==> src/rtl/rlbbm_pkg.sv <==
// Package for the break-before-make relay level switch.
// Holds the phase type, item codes, register indexes and the status struct.
// No dependencies.
package rlbbm_pkg;

    localparam int CFG_W     = 16;
    localparam int CFG_IDX_W = 2;
    localparam int LEVEL_W   = 8;

    localparam logic [CFG_IDX_W-1:0] CFG_DEBOUNCE    = 2'd0;
    localparam logic [CFG_IDX_W-1:0] CFG_DEADTIME    = 2'd1;
    localparam logic [CFG_IDX_W-1:0] CFG_ACTIVE_HIGH = 2'd2;

    localparam logic OP_TICK    = 1'b0;
    localparam logic OP_REQUEST = 1'b1;

    localparam logic [1:0] LVL_OFF    = 2'd0;
    localparam logic [1:0] LVL_LOW    = 2'd1;
    localparam logic [1:0] LVL_MEDIUM = 2'd2;
    localparam logic [1:0] LVL_HIGH   = 2'd3;

    typedef enum logic [1:0] {
        PH_IDLE    = 2'd0,
        PH_PENDING = 2'd1,
        PH_DEAD    = 2'd2
    } t_phase;

    typedef struct packed {
        logic [1:0] active;
        t_phase     phase;
    } t_status;

endpackage

==> src/rtl/rlbbm_if.sv <==
// Handshake interfaces for request/tick items and result items.
// Depends on rlbbm_pkg for field widths.
interface rlbbm_in_if import rlbbm_pkg::*; ();
    logic               valid;
    logic               ready;
    logic               opcode;
    logic [LEVEL_W-1:0] level;

    modport source (output valid, opcode, level, input ready);
    modport sink (input valid, opcode, level, output ready);
endinterface

interface rlbbm_out_if;
    logic       valid;
    logic       ready;
    logic       relay_low;
    logic       relay_medium;
    logic       relay_high;
    logic [1:0] active_level;
    logic [1:0] phase;

    modport source (output valid, relay_low, relay_medium, relay_high, active_level, phase,
                    input ready);
    modport sink (input valid, relay_low, relay_medium, relay_high, active_level, phase,
                  output ready);
endinterface

==> src/rtl/rlbbm_core.sv <==
// Phase state machine and shared saturating elapsed-tick timer.
// Depends on rlbbm_pkg; produces the state that follows each accepted item.
module rlbbm_core import rlbbm_pkg::*; #(
    parameter int TIMER_BITS = 16
) (
    input  logic               i_clk,
    input  logic               i_rst_n,
    input  logic               i_accept,
    input  logic               i_opcode,
    input  logic [LEVEL_W-1:0] i_level,
    input  logic [CFG_W-1:0]   i_debounce,
    input  logic [CFG_W-1:0]   i_deadtime,
    output t_status            o_next
);

    localparam int CMP_W = (TIMER_BITS > CFG_W) ? TIMER_BITS : CFG_W;
    localparam logic [TIMER_BITS-1:0] TIMER_MAX = {TIMER_BITS{1'b1}};

    t_phase                r_phase, n_phase;
    logic [1:0]            r_active, n_active;
    logic [1:0]            r_requested, n_requested;
    logic [1:0]            r_committed, n_committed;
    logic [TIMER_BITS-1:0] r_elapsed, n_elapsed;

    logic [TIMER_BITS-1:0] inc;
    logic [1:0]            req_lvl;
    logic                  req_same;
    logic                  deb_done;
    logic                  dead_done;

    always_comb begin
        inc       = (r_elapsed != TIMER_MAX) ? r_elapsed + 1'b1 : r_elapsed;
        req_lvl   = (i_level > LEVEL_W'(LVL_HIGH)) ? LVL_OFF : i_level[1:0];
        req_same  = (r_phase == PH_PENDING) && (req_lvl == r_requested);
        deb_done  = CMP_W'(inc) >= CMP_W'(i_debounce);
        dead_done = CMP_W'(inc) >= CMP_W'(i_deadtime);
    end

    always_comb begin
        n_phase = r_phase;
        if (i_accept) begin
            if (i_opcode == OP_REQUEST) begin
                if (!req_same) begin
                    n_phase = PH_PENDING;
                end
            end else begin
                unique case (r_phase)
                    PH_PENDING: begin
                        if (deb_done) begin
                            n_phase = (r_requested == r_active) ? PH_IDLE : PH_DEAD;
                        end
                    end
                    PH_DEAD: begin
                        if (dead_done) begin
                            n_phase = PH_IDLE;
                        end
                    end
                    default: n_phase = r_phase;
                endcase
            end
        end
    end

    always_comb begin
        n_active    = r_active;
        n_requested = r_requested;
        n_committed = r_committed;
        n_elapsed   = r_elapsed;
        if (i_accept) begin
            if (i_opcode == OP_REQUEST) begin
                if (!req_same) begin
                    n_requested = req_lvl;
                    n_elapsed   = '0;
                end
            end else begin
                n_elapsed = inc;
                unique case (r_phase)
                    PH_PENDING: begin
                        if (deb_done && (r_requested != r_active)) begin
                            n_active    = LVL_OFF;
                            n_committed = r_requested;
                            n_elapsed   = '0;
                        end
                    end
                    PH_DEAD: begin
                        if (dead_done) begin
                            n_active = r_committed;
                        end
                    end
                    default: n_active = r_active;
                endcase
            end
        end
    end

    always_ff @(posedge i_clk) begin
        if (!i_rst_n) begin
            r_phase     <= PH_IDLE;
            r_active    <= LVL_OFF;
            r_requested <= LVL_OFF;
            r_committed <= LVL_OFF;
            r_elapsed   <= '0;
        end else begin
            r_phase     <= n_phase;
            r_active    <= n_active;
            r_requested <= n_requested;
            r_committed <= n_committed;
            r_elapsed   <= n_elapsed;
        end
    end

    assign o_next.active = n_active;
    assign o_next.phase  = n_phase;

    // All relays stay open throughout dead time.
    a_dead_open: assert property (@(posedge i_clk) disable iff (!i_rst_n)
        (r_phase == PH_DEAD) |-> (r_active == LVL_OFF))
        else $error("relay energised during dead time");

    // Every accepted request leaves the block pending.
    a_req_pending: assert property (@(posedge i_clk) disable iff (!i_rst_n)
        (i_accept && (i_opcode == OP_REQUEST)) |=> (r_phase == PH_PENDING))
        else $error("request did not enter pending");

    // Dead time starts with a cleared timer.
    a_dead_timer: assert property (@(posedge i_clk) disable iff (!i_rst_n)
        $rose(r_phase == PH_DEAD) |-> (r_elapsed == '0))
        else $error("dead time entered with nonzero timer");

endmodule

==> src/rtl/rlbbm_out.sv <==
// Result register: maps the new state to relay pins at the set polarity.
// Depends on rlbbm_pkg and rlbbm_out_if.
module rlbbm_out import rlbbm_pkg::*; (
    input  logic          i_clk,
    input  logic          i_rst_n,
    input  logic          i_load,
    input  t_status       i_next,
    input  logic          i_active_high,
    output logic          o_space,
    rlbbm_out_if.source   o_result
);

    logic       r_valid;
    logic       r_relay_low;
    logic       r_relay_medium;
    logic       r_relay_high;
    logic [1:0] r_active;
    logic [1:0] r_phase;

    assign o_space = !r_valid || o_result.ready;

    always_ff @(posedge i_clk) begin
        if (!i_rst_n) begin
            r_valid <= 1'b0;
        end else if (i_load) begin
            r_valid <= 1'b1;
        end else if (o_result.ready) begin
            r_valid <= 1'b0;
        end
    end

    always_ff @(posedge i_clk) begin
        if (i_load) begin
            r_relay_low    <= (i_next.active == LVL_LOW) == i_active_high;
            r_relay_medium <= (i_next.active == LVL_MEDIUM) == i_active_high;
            r_relay_high   <= (i_next.active == LVL_HIGH) == i_active_high;
            r_active       <= i_next.active;
            r_phase        <= i_next.phase;
        end
    end

    assign o_result.valid        = r_valid;
    assign o_result.relay_low    = r_relay_low;
    assign o_result.relay_medium = r_relay_medium;
    assign o_result.relay_high   = r_relay_high;
    assign o_result.active_level = r_active;
    assign o_result.phase        = r_phase;

endmodule

==> src/rtl/relay_level_break_before_make.sv <==
// Top level of the break-before-make relay level switch with debounce.
// An accepted item's result is registered and appears on o_result in the cycle after it is accepted.
// Throughput: one item per cycle; the result register takes a new item whenever
// it is empty or its current result is taken in the same cycle.
// Reset is synchronous and active low; it restores idle phase and the off level, empties the result
// register, and restores the default debounce, dead-time and polarity registers.
module relay_level_break_before_make import rlbbm_pkg::*; #(
    parameter int TIMER_BITS = 16
) (
    input  logic                 i_clk,
    input  logic                 i_rst_n,
    input  logic                 i_cfg_we,
    input  logic [CFG_IDX_W-1:0] i_cfg_idx,
    input  logic [CFG_W-1:0]     i_cfg_wdata,
    rlbbm_in_if.sink             i_item,
    rlbbm_out_if.source          o_result
);

    logic [CFG_W-1:0] r_debounce;
    logic [CFG_W-1:0] r_deadtime;
    logic             r_active_high;
    logic             space;
    logic             accept;
    t_status          next_status;

    always_ff @(posedge i_clk) begin
        if (!i_rst_n) begin
            r_debounce    <= CFG_W'(500);
            r_deadtime    <= CFG_W'(100);
            r_active_high <= 1'b1;
        end else if (i_cfg_we) begin
            unique case (i_cfg_idx)
                CFG_DEBOUNCE:    r_debounce    <= i_cfg_wdata;
                CFG_DEADTIME:    r_deadtime    <= i_cfg_wdata;
                CFG_ACTIVE_HIGH: r_active_high <= i_cfg_wdata[0];
                default: ;
            endcase
        end
    end

    assign i_item.ready = space;
    assign accept       = i_item.valid && space;

    rlbbm_core #(
        .TIMER_BITS (TIMER_BITS)
    ) u_core (
        .i_clk      (i_clk),
        .i_rst_n    (i_rst_n),
        .i_accept   (accept),
        .i_opcode   (i_item.opcode),
        .i_level    (i_item.level),
        .i_debounce (r_debounce),
        .i_deadtime (r_deadtime),
        .o_next     (next_status)
    );

    rlbbm_out u_out (
        .i_clk         (i_clk),
        .i_rst_n       (i_rst_n),
        .i_load        (accept),
        .i_next        (next_status),
        .i_active_high (r_active_high),
        .o_space       (space),
        .o_result      (o_result)
    );

endmodule
==> src/flat_wrapper.sv <==
// flat-port wrapper written by rule: the top's interface ports become plain ports
module relay_level_break_before_make_flat import rlbbm_pkg::*;
#(
    parameter int TIMER_BITS = 16
)
  (i_clk, i_rst_n, i_cfg_we, i_cfg_idx, i_cfg_wdata, i_item_valid, i_item_opcode, i_item_level, i_item_ready, o_result_valid, o_result_relay_low, o_result_relay_medium, o_result_relay_high, o_result_active_level, o_result_phase, o_result_ready);
  rlbbm_in_if i_item_i ();
  rlbbm_out_if o_result_i ();
  input  logic i_clk;
  input  logic i_rst_n;
  input  logic i_cfg_we;
  input  logic [CFG_IDX_W-1:0] i_cfg_idx;
  input  logic [CFG_W-1:0] i_cfg_wdata;
  input wire logic [$bits(i_item_i.valid)-1:0] i_item_valid;
  input wire logic [$bits(i_item_i.opcode)-1:0] i_item_opcode;
  input wire logic [$bits(i_item_i.level)-1:0] i_item_level;
  output wire logic [$bits(i_item_i.ready)-1:0] i_item_ready;
  output wire logic [$bits(o_result_i.valid)-1:0] o_result_valid;
  output wire logic [$bits(o_result_i.relay_low)-1:0] o_result_relay_low;
  output wire logic [$bits(o_result_i.relay_medium)-1:0] o_result_relay_medium;
  output wire logic [$bits(o_result_i.relay_high)-1:0] o_result_relay_high;
  output wire logic [$bits(o_result_i.active_level)-1:0] o_result_active_level;
  output wire logic [$bits(o_result_i.phase)-1:0] o_result_phase;
  input wire logic [$bits(o_result_i.ready)-1:0] o_result_ready;
  assign i_item_i.valid = i_item_valid;
  assign i_item_i.opcode = i_item_opcode;
  assign i_item_i.level = i_item_level;
  assign i_item_ready = i_item_i.ready;
  assign o_result_valid = o_result_i.valid;
  assign o_result_relay_low = o_result_i.relay_low;
  assign o_result_relay_medium = o_result_i.relay_medium;
  assign o_result_relay_high = o_result_i.relay_high;
  assign o_result_active_level = o_result_i.active_level;
  assign o_result_phase = o_result_i.phase;
  assign o_result_i.ready = o_result_ready;
  relay_level_break_before_make #(.TIMER_BITS(TIMER_BITS)) u_core (.i_clk(i_clk), .i_rst_n(i_rst_n), .i_cfg_we(i_cfg_we), .i_cfg_idx(i_cfg_idx), .i_cfg_wdata(i_cfg_wdata), .i_item(i_item_i), .o_result(o_result_i));
endmodule
==> config.mk <==
export PLATFORM = sky130hd
export DESIGN_NAME = relay_level_break_before_make_flat
export DESIGN_NICKNAME = d
export VERILOG_FILES = /design/src/rtl/rlbbm_pkg.sv /design/src/rtl/rlbbm_if.sv /design/src/rtl/rlbbm_core.sv /design/src/rtl/rlbbm_out.sv /design/src/rtl/relay_level_break_before_make.sv /design/src/flat_wrapper.sv
export SDC_FILE = /design/constraint.sdc
export NUM_CORES = 1
export LEC_CHECK = 0
export BUFFER_PORTS_ARGS = -buffer_cell sky130_fd_sc_hd__buf_2
export CAP_MARGIN = 20
export CORE_MARGIN = 8
export CORE_UTILIZATION = 38
export DETAILED_ROUTE_END_ITERATION = 6
export PLACE_DENSITY = 0.55
export SLEW_MARGIN = 20
export SYNTH_ARGS = -nofsm -noshare
export SYNTH_HDL_FRONTEND = slang
export SYNTH_SLANG_ARGS = --single-unit
export TNS_END_PERCENT = 50
==> constraint.sdc <==
create_clock -name i_clk -period 4.5 [get_ports i_clk]
set_clock_uncertainty 0.05 [all_clocks]
set_input_delay 0.45 -clock i_clk [delete_from_list [all_inputs] [get_ports i_clk]]
set_output_delay 0.45 -clock i_clk [all_outputs]
set_load 0.02 [all_outputs]
==> flow_summary.yaml <==
detailed_routing:
  routedWlPerCell_um: 15.3
  drtIter0Drc: 183
  drc_errors: 0
  vias: 3311
  vias_per_cell: 5.20
  first_pass_iters: 4
  ant_nets: 0
  wirelength_um: 9720
place:
  place_hpwl_um: 7340
  placed_cell_area_um2: 4210
  placed_cells: 621
  port_buffers: 40
  gp_congestion: 0.833
yosys:
  synth-edff-count: 7
  syn_inst: 458
  syn_avg_cell_area_um2: 8.44
  syn_area_um2: 3860
  yosysUniqueCellTypes: 62
  seq_area_frac_synth: 0.355
  syn_nets: 525
  synth.yosys.warnings: 0
  synth-main-ff-cell: "dfxtp_1"
  async_reset_ff_frac: 0
  synth-seq-cells: 65
cells_and_area:
  diodes: 0
  final_nets: 563
  drive_above_1_share: 0.166
  instances_no_fill: 637
  area_delta_synth_final_pct: 15.3
  final_cell_mix: "nand2_1 (77), dfxtp_1 (58), a21oi_1 (41)"
  fin_area_um2: 4460
  final_common_cell: "nand2_1"
  fin_util: 0.441
power_and_ir_drop:
  max-vdd-ir-drop_v: 0.000116
  leakage_uw: 0.00185
  powerDensity_nw_per_um2: 291
critical_path:
  r2r-end: "u_core.u_core.r_elapsed[9]"
  cp_slowest_cell: "dfxtp_1"
  cp.arrival_ns: 4.50
  required_ns: 4.69
  setup.worst_path.end: "u_core.u_core.r_elapsed[9]"
  crit_chain: "ha_2, nand4_1, nor4_4, nand4_4, nand3_2, nor2_1, xor2_1, ha_1, and3_1, o311a_1, o31ai_2, a31oi_2, nor3_4, buf_12, o21ai_0, a311oi_1"
  crit_start: "u_core.u_core.r_elapsed[0]"
  rr_startpoint: "u_core.u_core.r_elapsed[0]"
  cpPeakStageDelay_ns: 0.41
  critPathMaxFanout: 23
  crit_path_end_kind: "flop"
  reg2reg_slack_ns: 0.18
  r2r_cells: 16
  critPathKind: "reg2reg"
  start_kind: "flop"
global_route:
  grt_overflow_total: 0
  grt_pass1_wl_um: 16000
  grt.total_usage: 0.150
  grt_pass1_vias: 3235
  grt_start_max_net_pins: 47
  antenna_found_initial: 0
cts:
  holdBufCountCts: 0
  post_cts_buffers: 0
  insertion_delay_ns: 0.35
  htree_levels: 3
  root_buffer: "clkbuf_8"
  cts-resized-gates: 0
  clock-sinks: 65
  clock_path_buffers: 2
  clk_pin_slew_ns: 0.07
  cts_buffers: 9
  cts_tree: "built"
timing:
  period_needed_ns: 4.32
  min_period_over_period: 0.959
  drv_slew: 0
  slew_headroom: 0.384
  final-hold-violation-count: 0
  fmax_mhz: 232
  setup_viol: 0
  worst_pin_slew_ns: 0.920
die:
  die_area_um2: 13700
  die_w_um: 117
  die_h_um: 117
  core_um2: 10100
  start_util: 0.383
  rows: 37
  io_pins: 41
hold_path:
  hold_depth: 3
  hp-start: "i_cfg_wdata[2]"
  worstHoldPathType: "in2reg"
run:
  maxCapViolCount: 0
outcome:
  status: "finished, final reports clean"
## cells in the mapped netlist, drive strengths merged (3+ instances only)
master	number	area share
xor2	6	0.014
a21o	3	0.0058
or3	3	0.0049
nand3	12	0.017
dfxtp	58	0.30
nor3	9	0.015
clkbuf	12	0.012
a22oi	6	0.013
ha	35	0.11
and2	7	0.011
nor2b	4	0.0065
mux2	4	0.012
nor2	23	0.023
edfxtp	7	0.054
nor3b	3	0.0058
buf	6	0.0081
inv	40	0.039
nand4	5	0.014
a311oi	5	0.011
nand2	78	0.076
o211ai	13	0.025
a31oi	10	0.016
a21oi	41	0.053
o21ai	10	0.013
xnor2	11	0.025
nand2b	3	0.0049
and3	3	0.0049
a211oi	4	0.0078
mux2i	7	0.021
## power by group
group          switching (uW)  total (uW)  internal (uW)
sequential               7.55         610            602
clock                     238         565            327
combinational            77.6         122           44.4
## worst max-delay path, delay by kind of cell, from the launching register on
| family | cells | cell delay, ns |
|---|---|---|
| AO/OA/AOI/OAI | 5 | 1.29 |
| adder cells (fa/ha/maj) | 2 | 0.60 |
| buffers and inverters | 1 | 0.19 |
| XOR/XNOR | 1 | 0.26 |
| AND/OR/NAND/NOR | 7 | 1.40 |
| flip-flops | 1 | 0.41 |
## logic make-up after synthesis
family,Yosys count,synth area share
simple gates,160,0.210
compound gates,112,0.191
flops,65,0.355
buf+inv,58,0.0586
fa+ha+maj,35,0.113
xor+xnor,17,0.0385
mux,11,0.0330
## through the flow
step	TNS (ns)	hold WS [ns]	total power [uW]	worst slack (ns)
finish	0	0.290	1300	0.183
global route	-0.0125	0.275	1360	-0.0116
CTS	0	0.271	1310	0.116
detailed placement	0	0.399	746	0.143
floorplan	0	0.386	698	0.529
global placement	0	0.397	745	0.293
## area by class of cell
class / count / area [um2]
Fill cell: 1050 / 5640
Multi-Input combinational cell: 335 / 2290
Clock inverter: 5 / 78.8
Sequential cell: 65 / 1370
Timing Repair Buffer: 45 / 250
Clock buffer: 11 / 141
Inverter: 40 / 150
Tap cell: 136 / 170
## state kept, by name, summed over array words and instances, names as in the netlist, 2 cells and up
name                                cells
u_core.r_deadtime                      16
u_core.r_debounce                      16
u_core.u_core.r_active                  2
u_core.u_core.r_committed               2
u_core.u_core.r_elapsed                16
u_core.u_core.r_phase                   2
u_core.u_core.r_requested               2
u_core.u_out.o_result.active_level      2
u_core.u_out.o_result.phase             2
## how the worst min path moves through the flow
stage and endpoint:
2_1_floorplan u_core.r_deadtime[10], 3_3_place_gp u_core.r_deadtime[10], 3_5_place_dp u_core.r_deadtime[4], 4_1_cts u_core.r_debounce[15], 5_1_grt u_core.r_debounce[15], 6_report u_core.r_deadtime[2]
## metal layers
| metal | share of wire | GRT usage | vias up |
|---|---|---|---|
| met5 | 0 | 0 | - |
| met4 | 0.024 | 0.0734 | 0 |
| met3 | 0.031 | 0.0246 | 15 |
| met2 | 0.48 | 0.244 | 50 |
| met1 | 0.46 | 0.188 | 1550 |
| li1 | - | - | 1696 |
(Power assumes the default switching activity.)
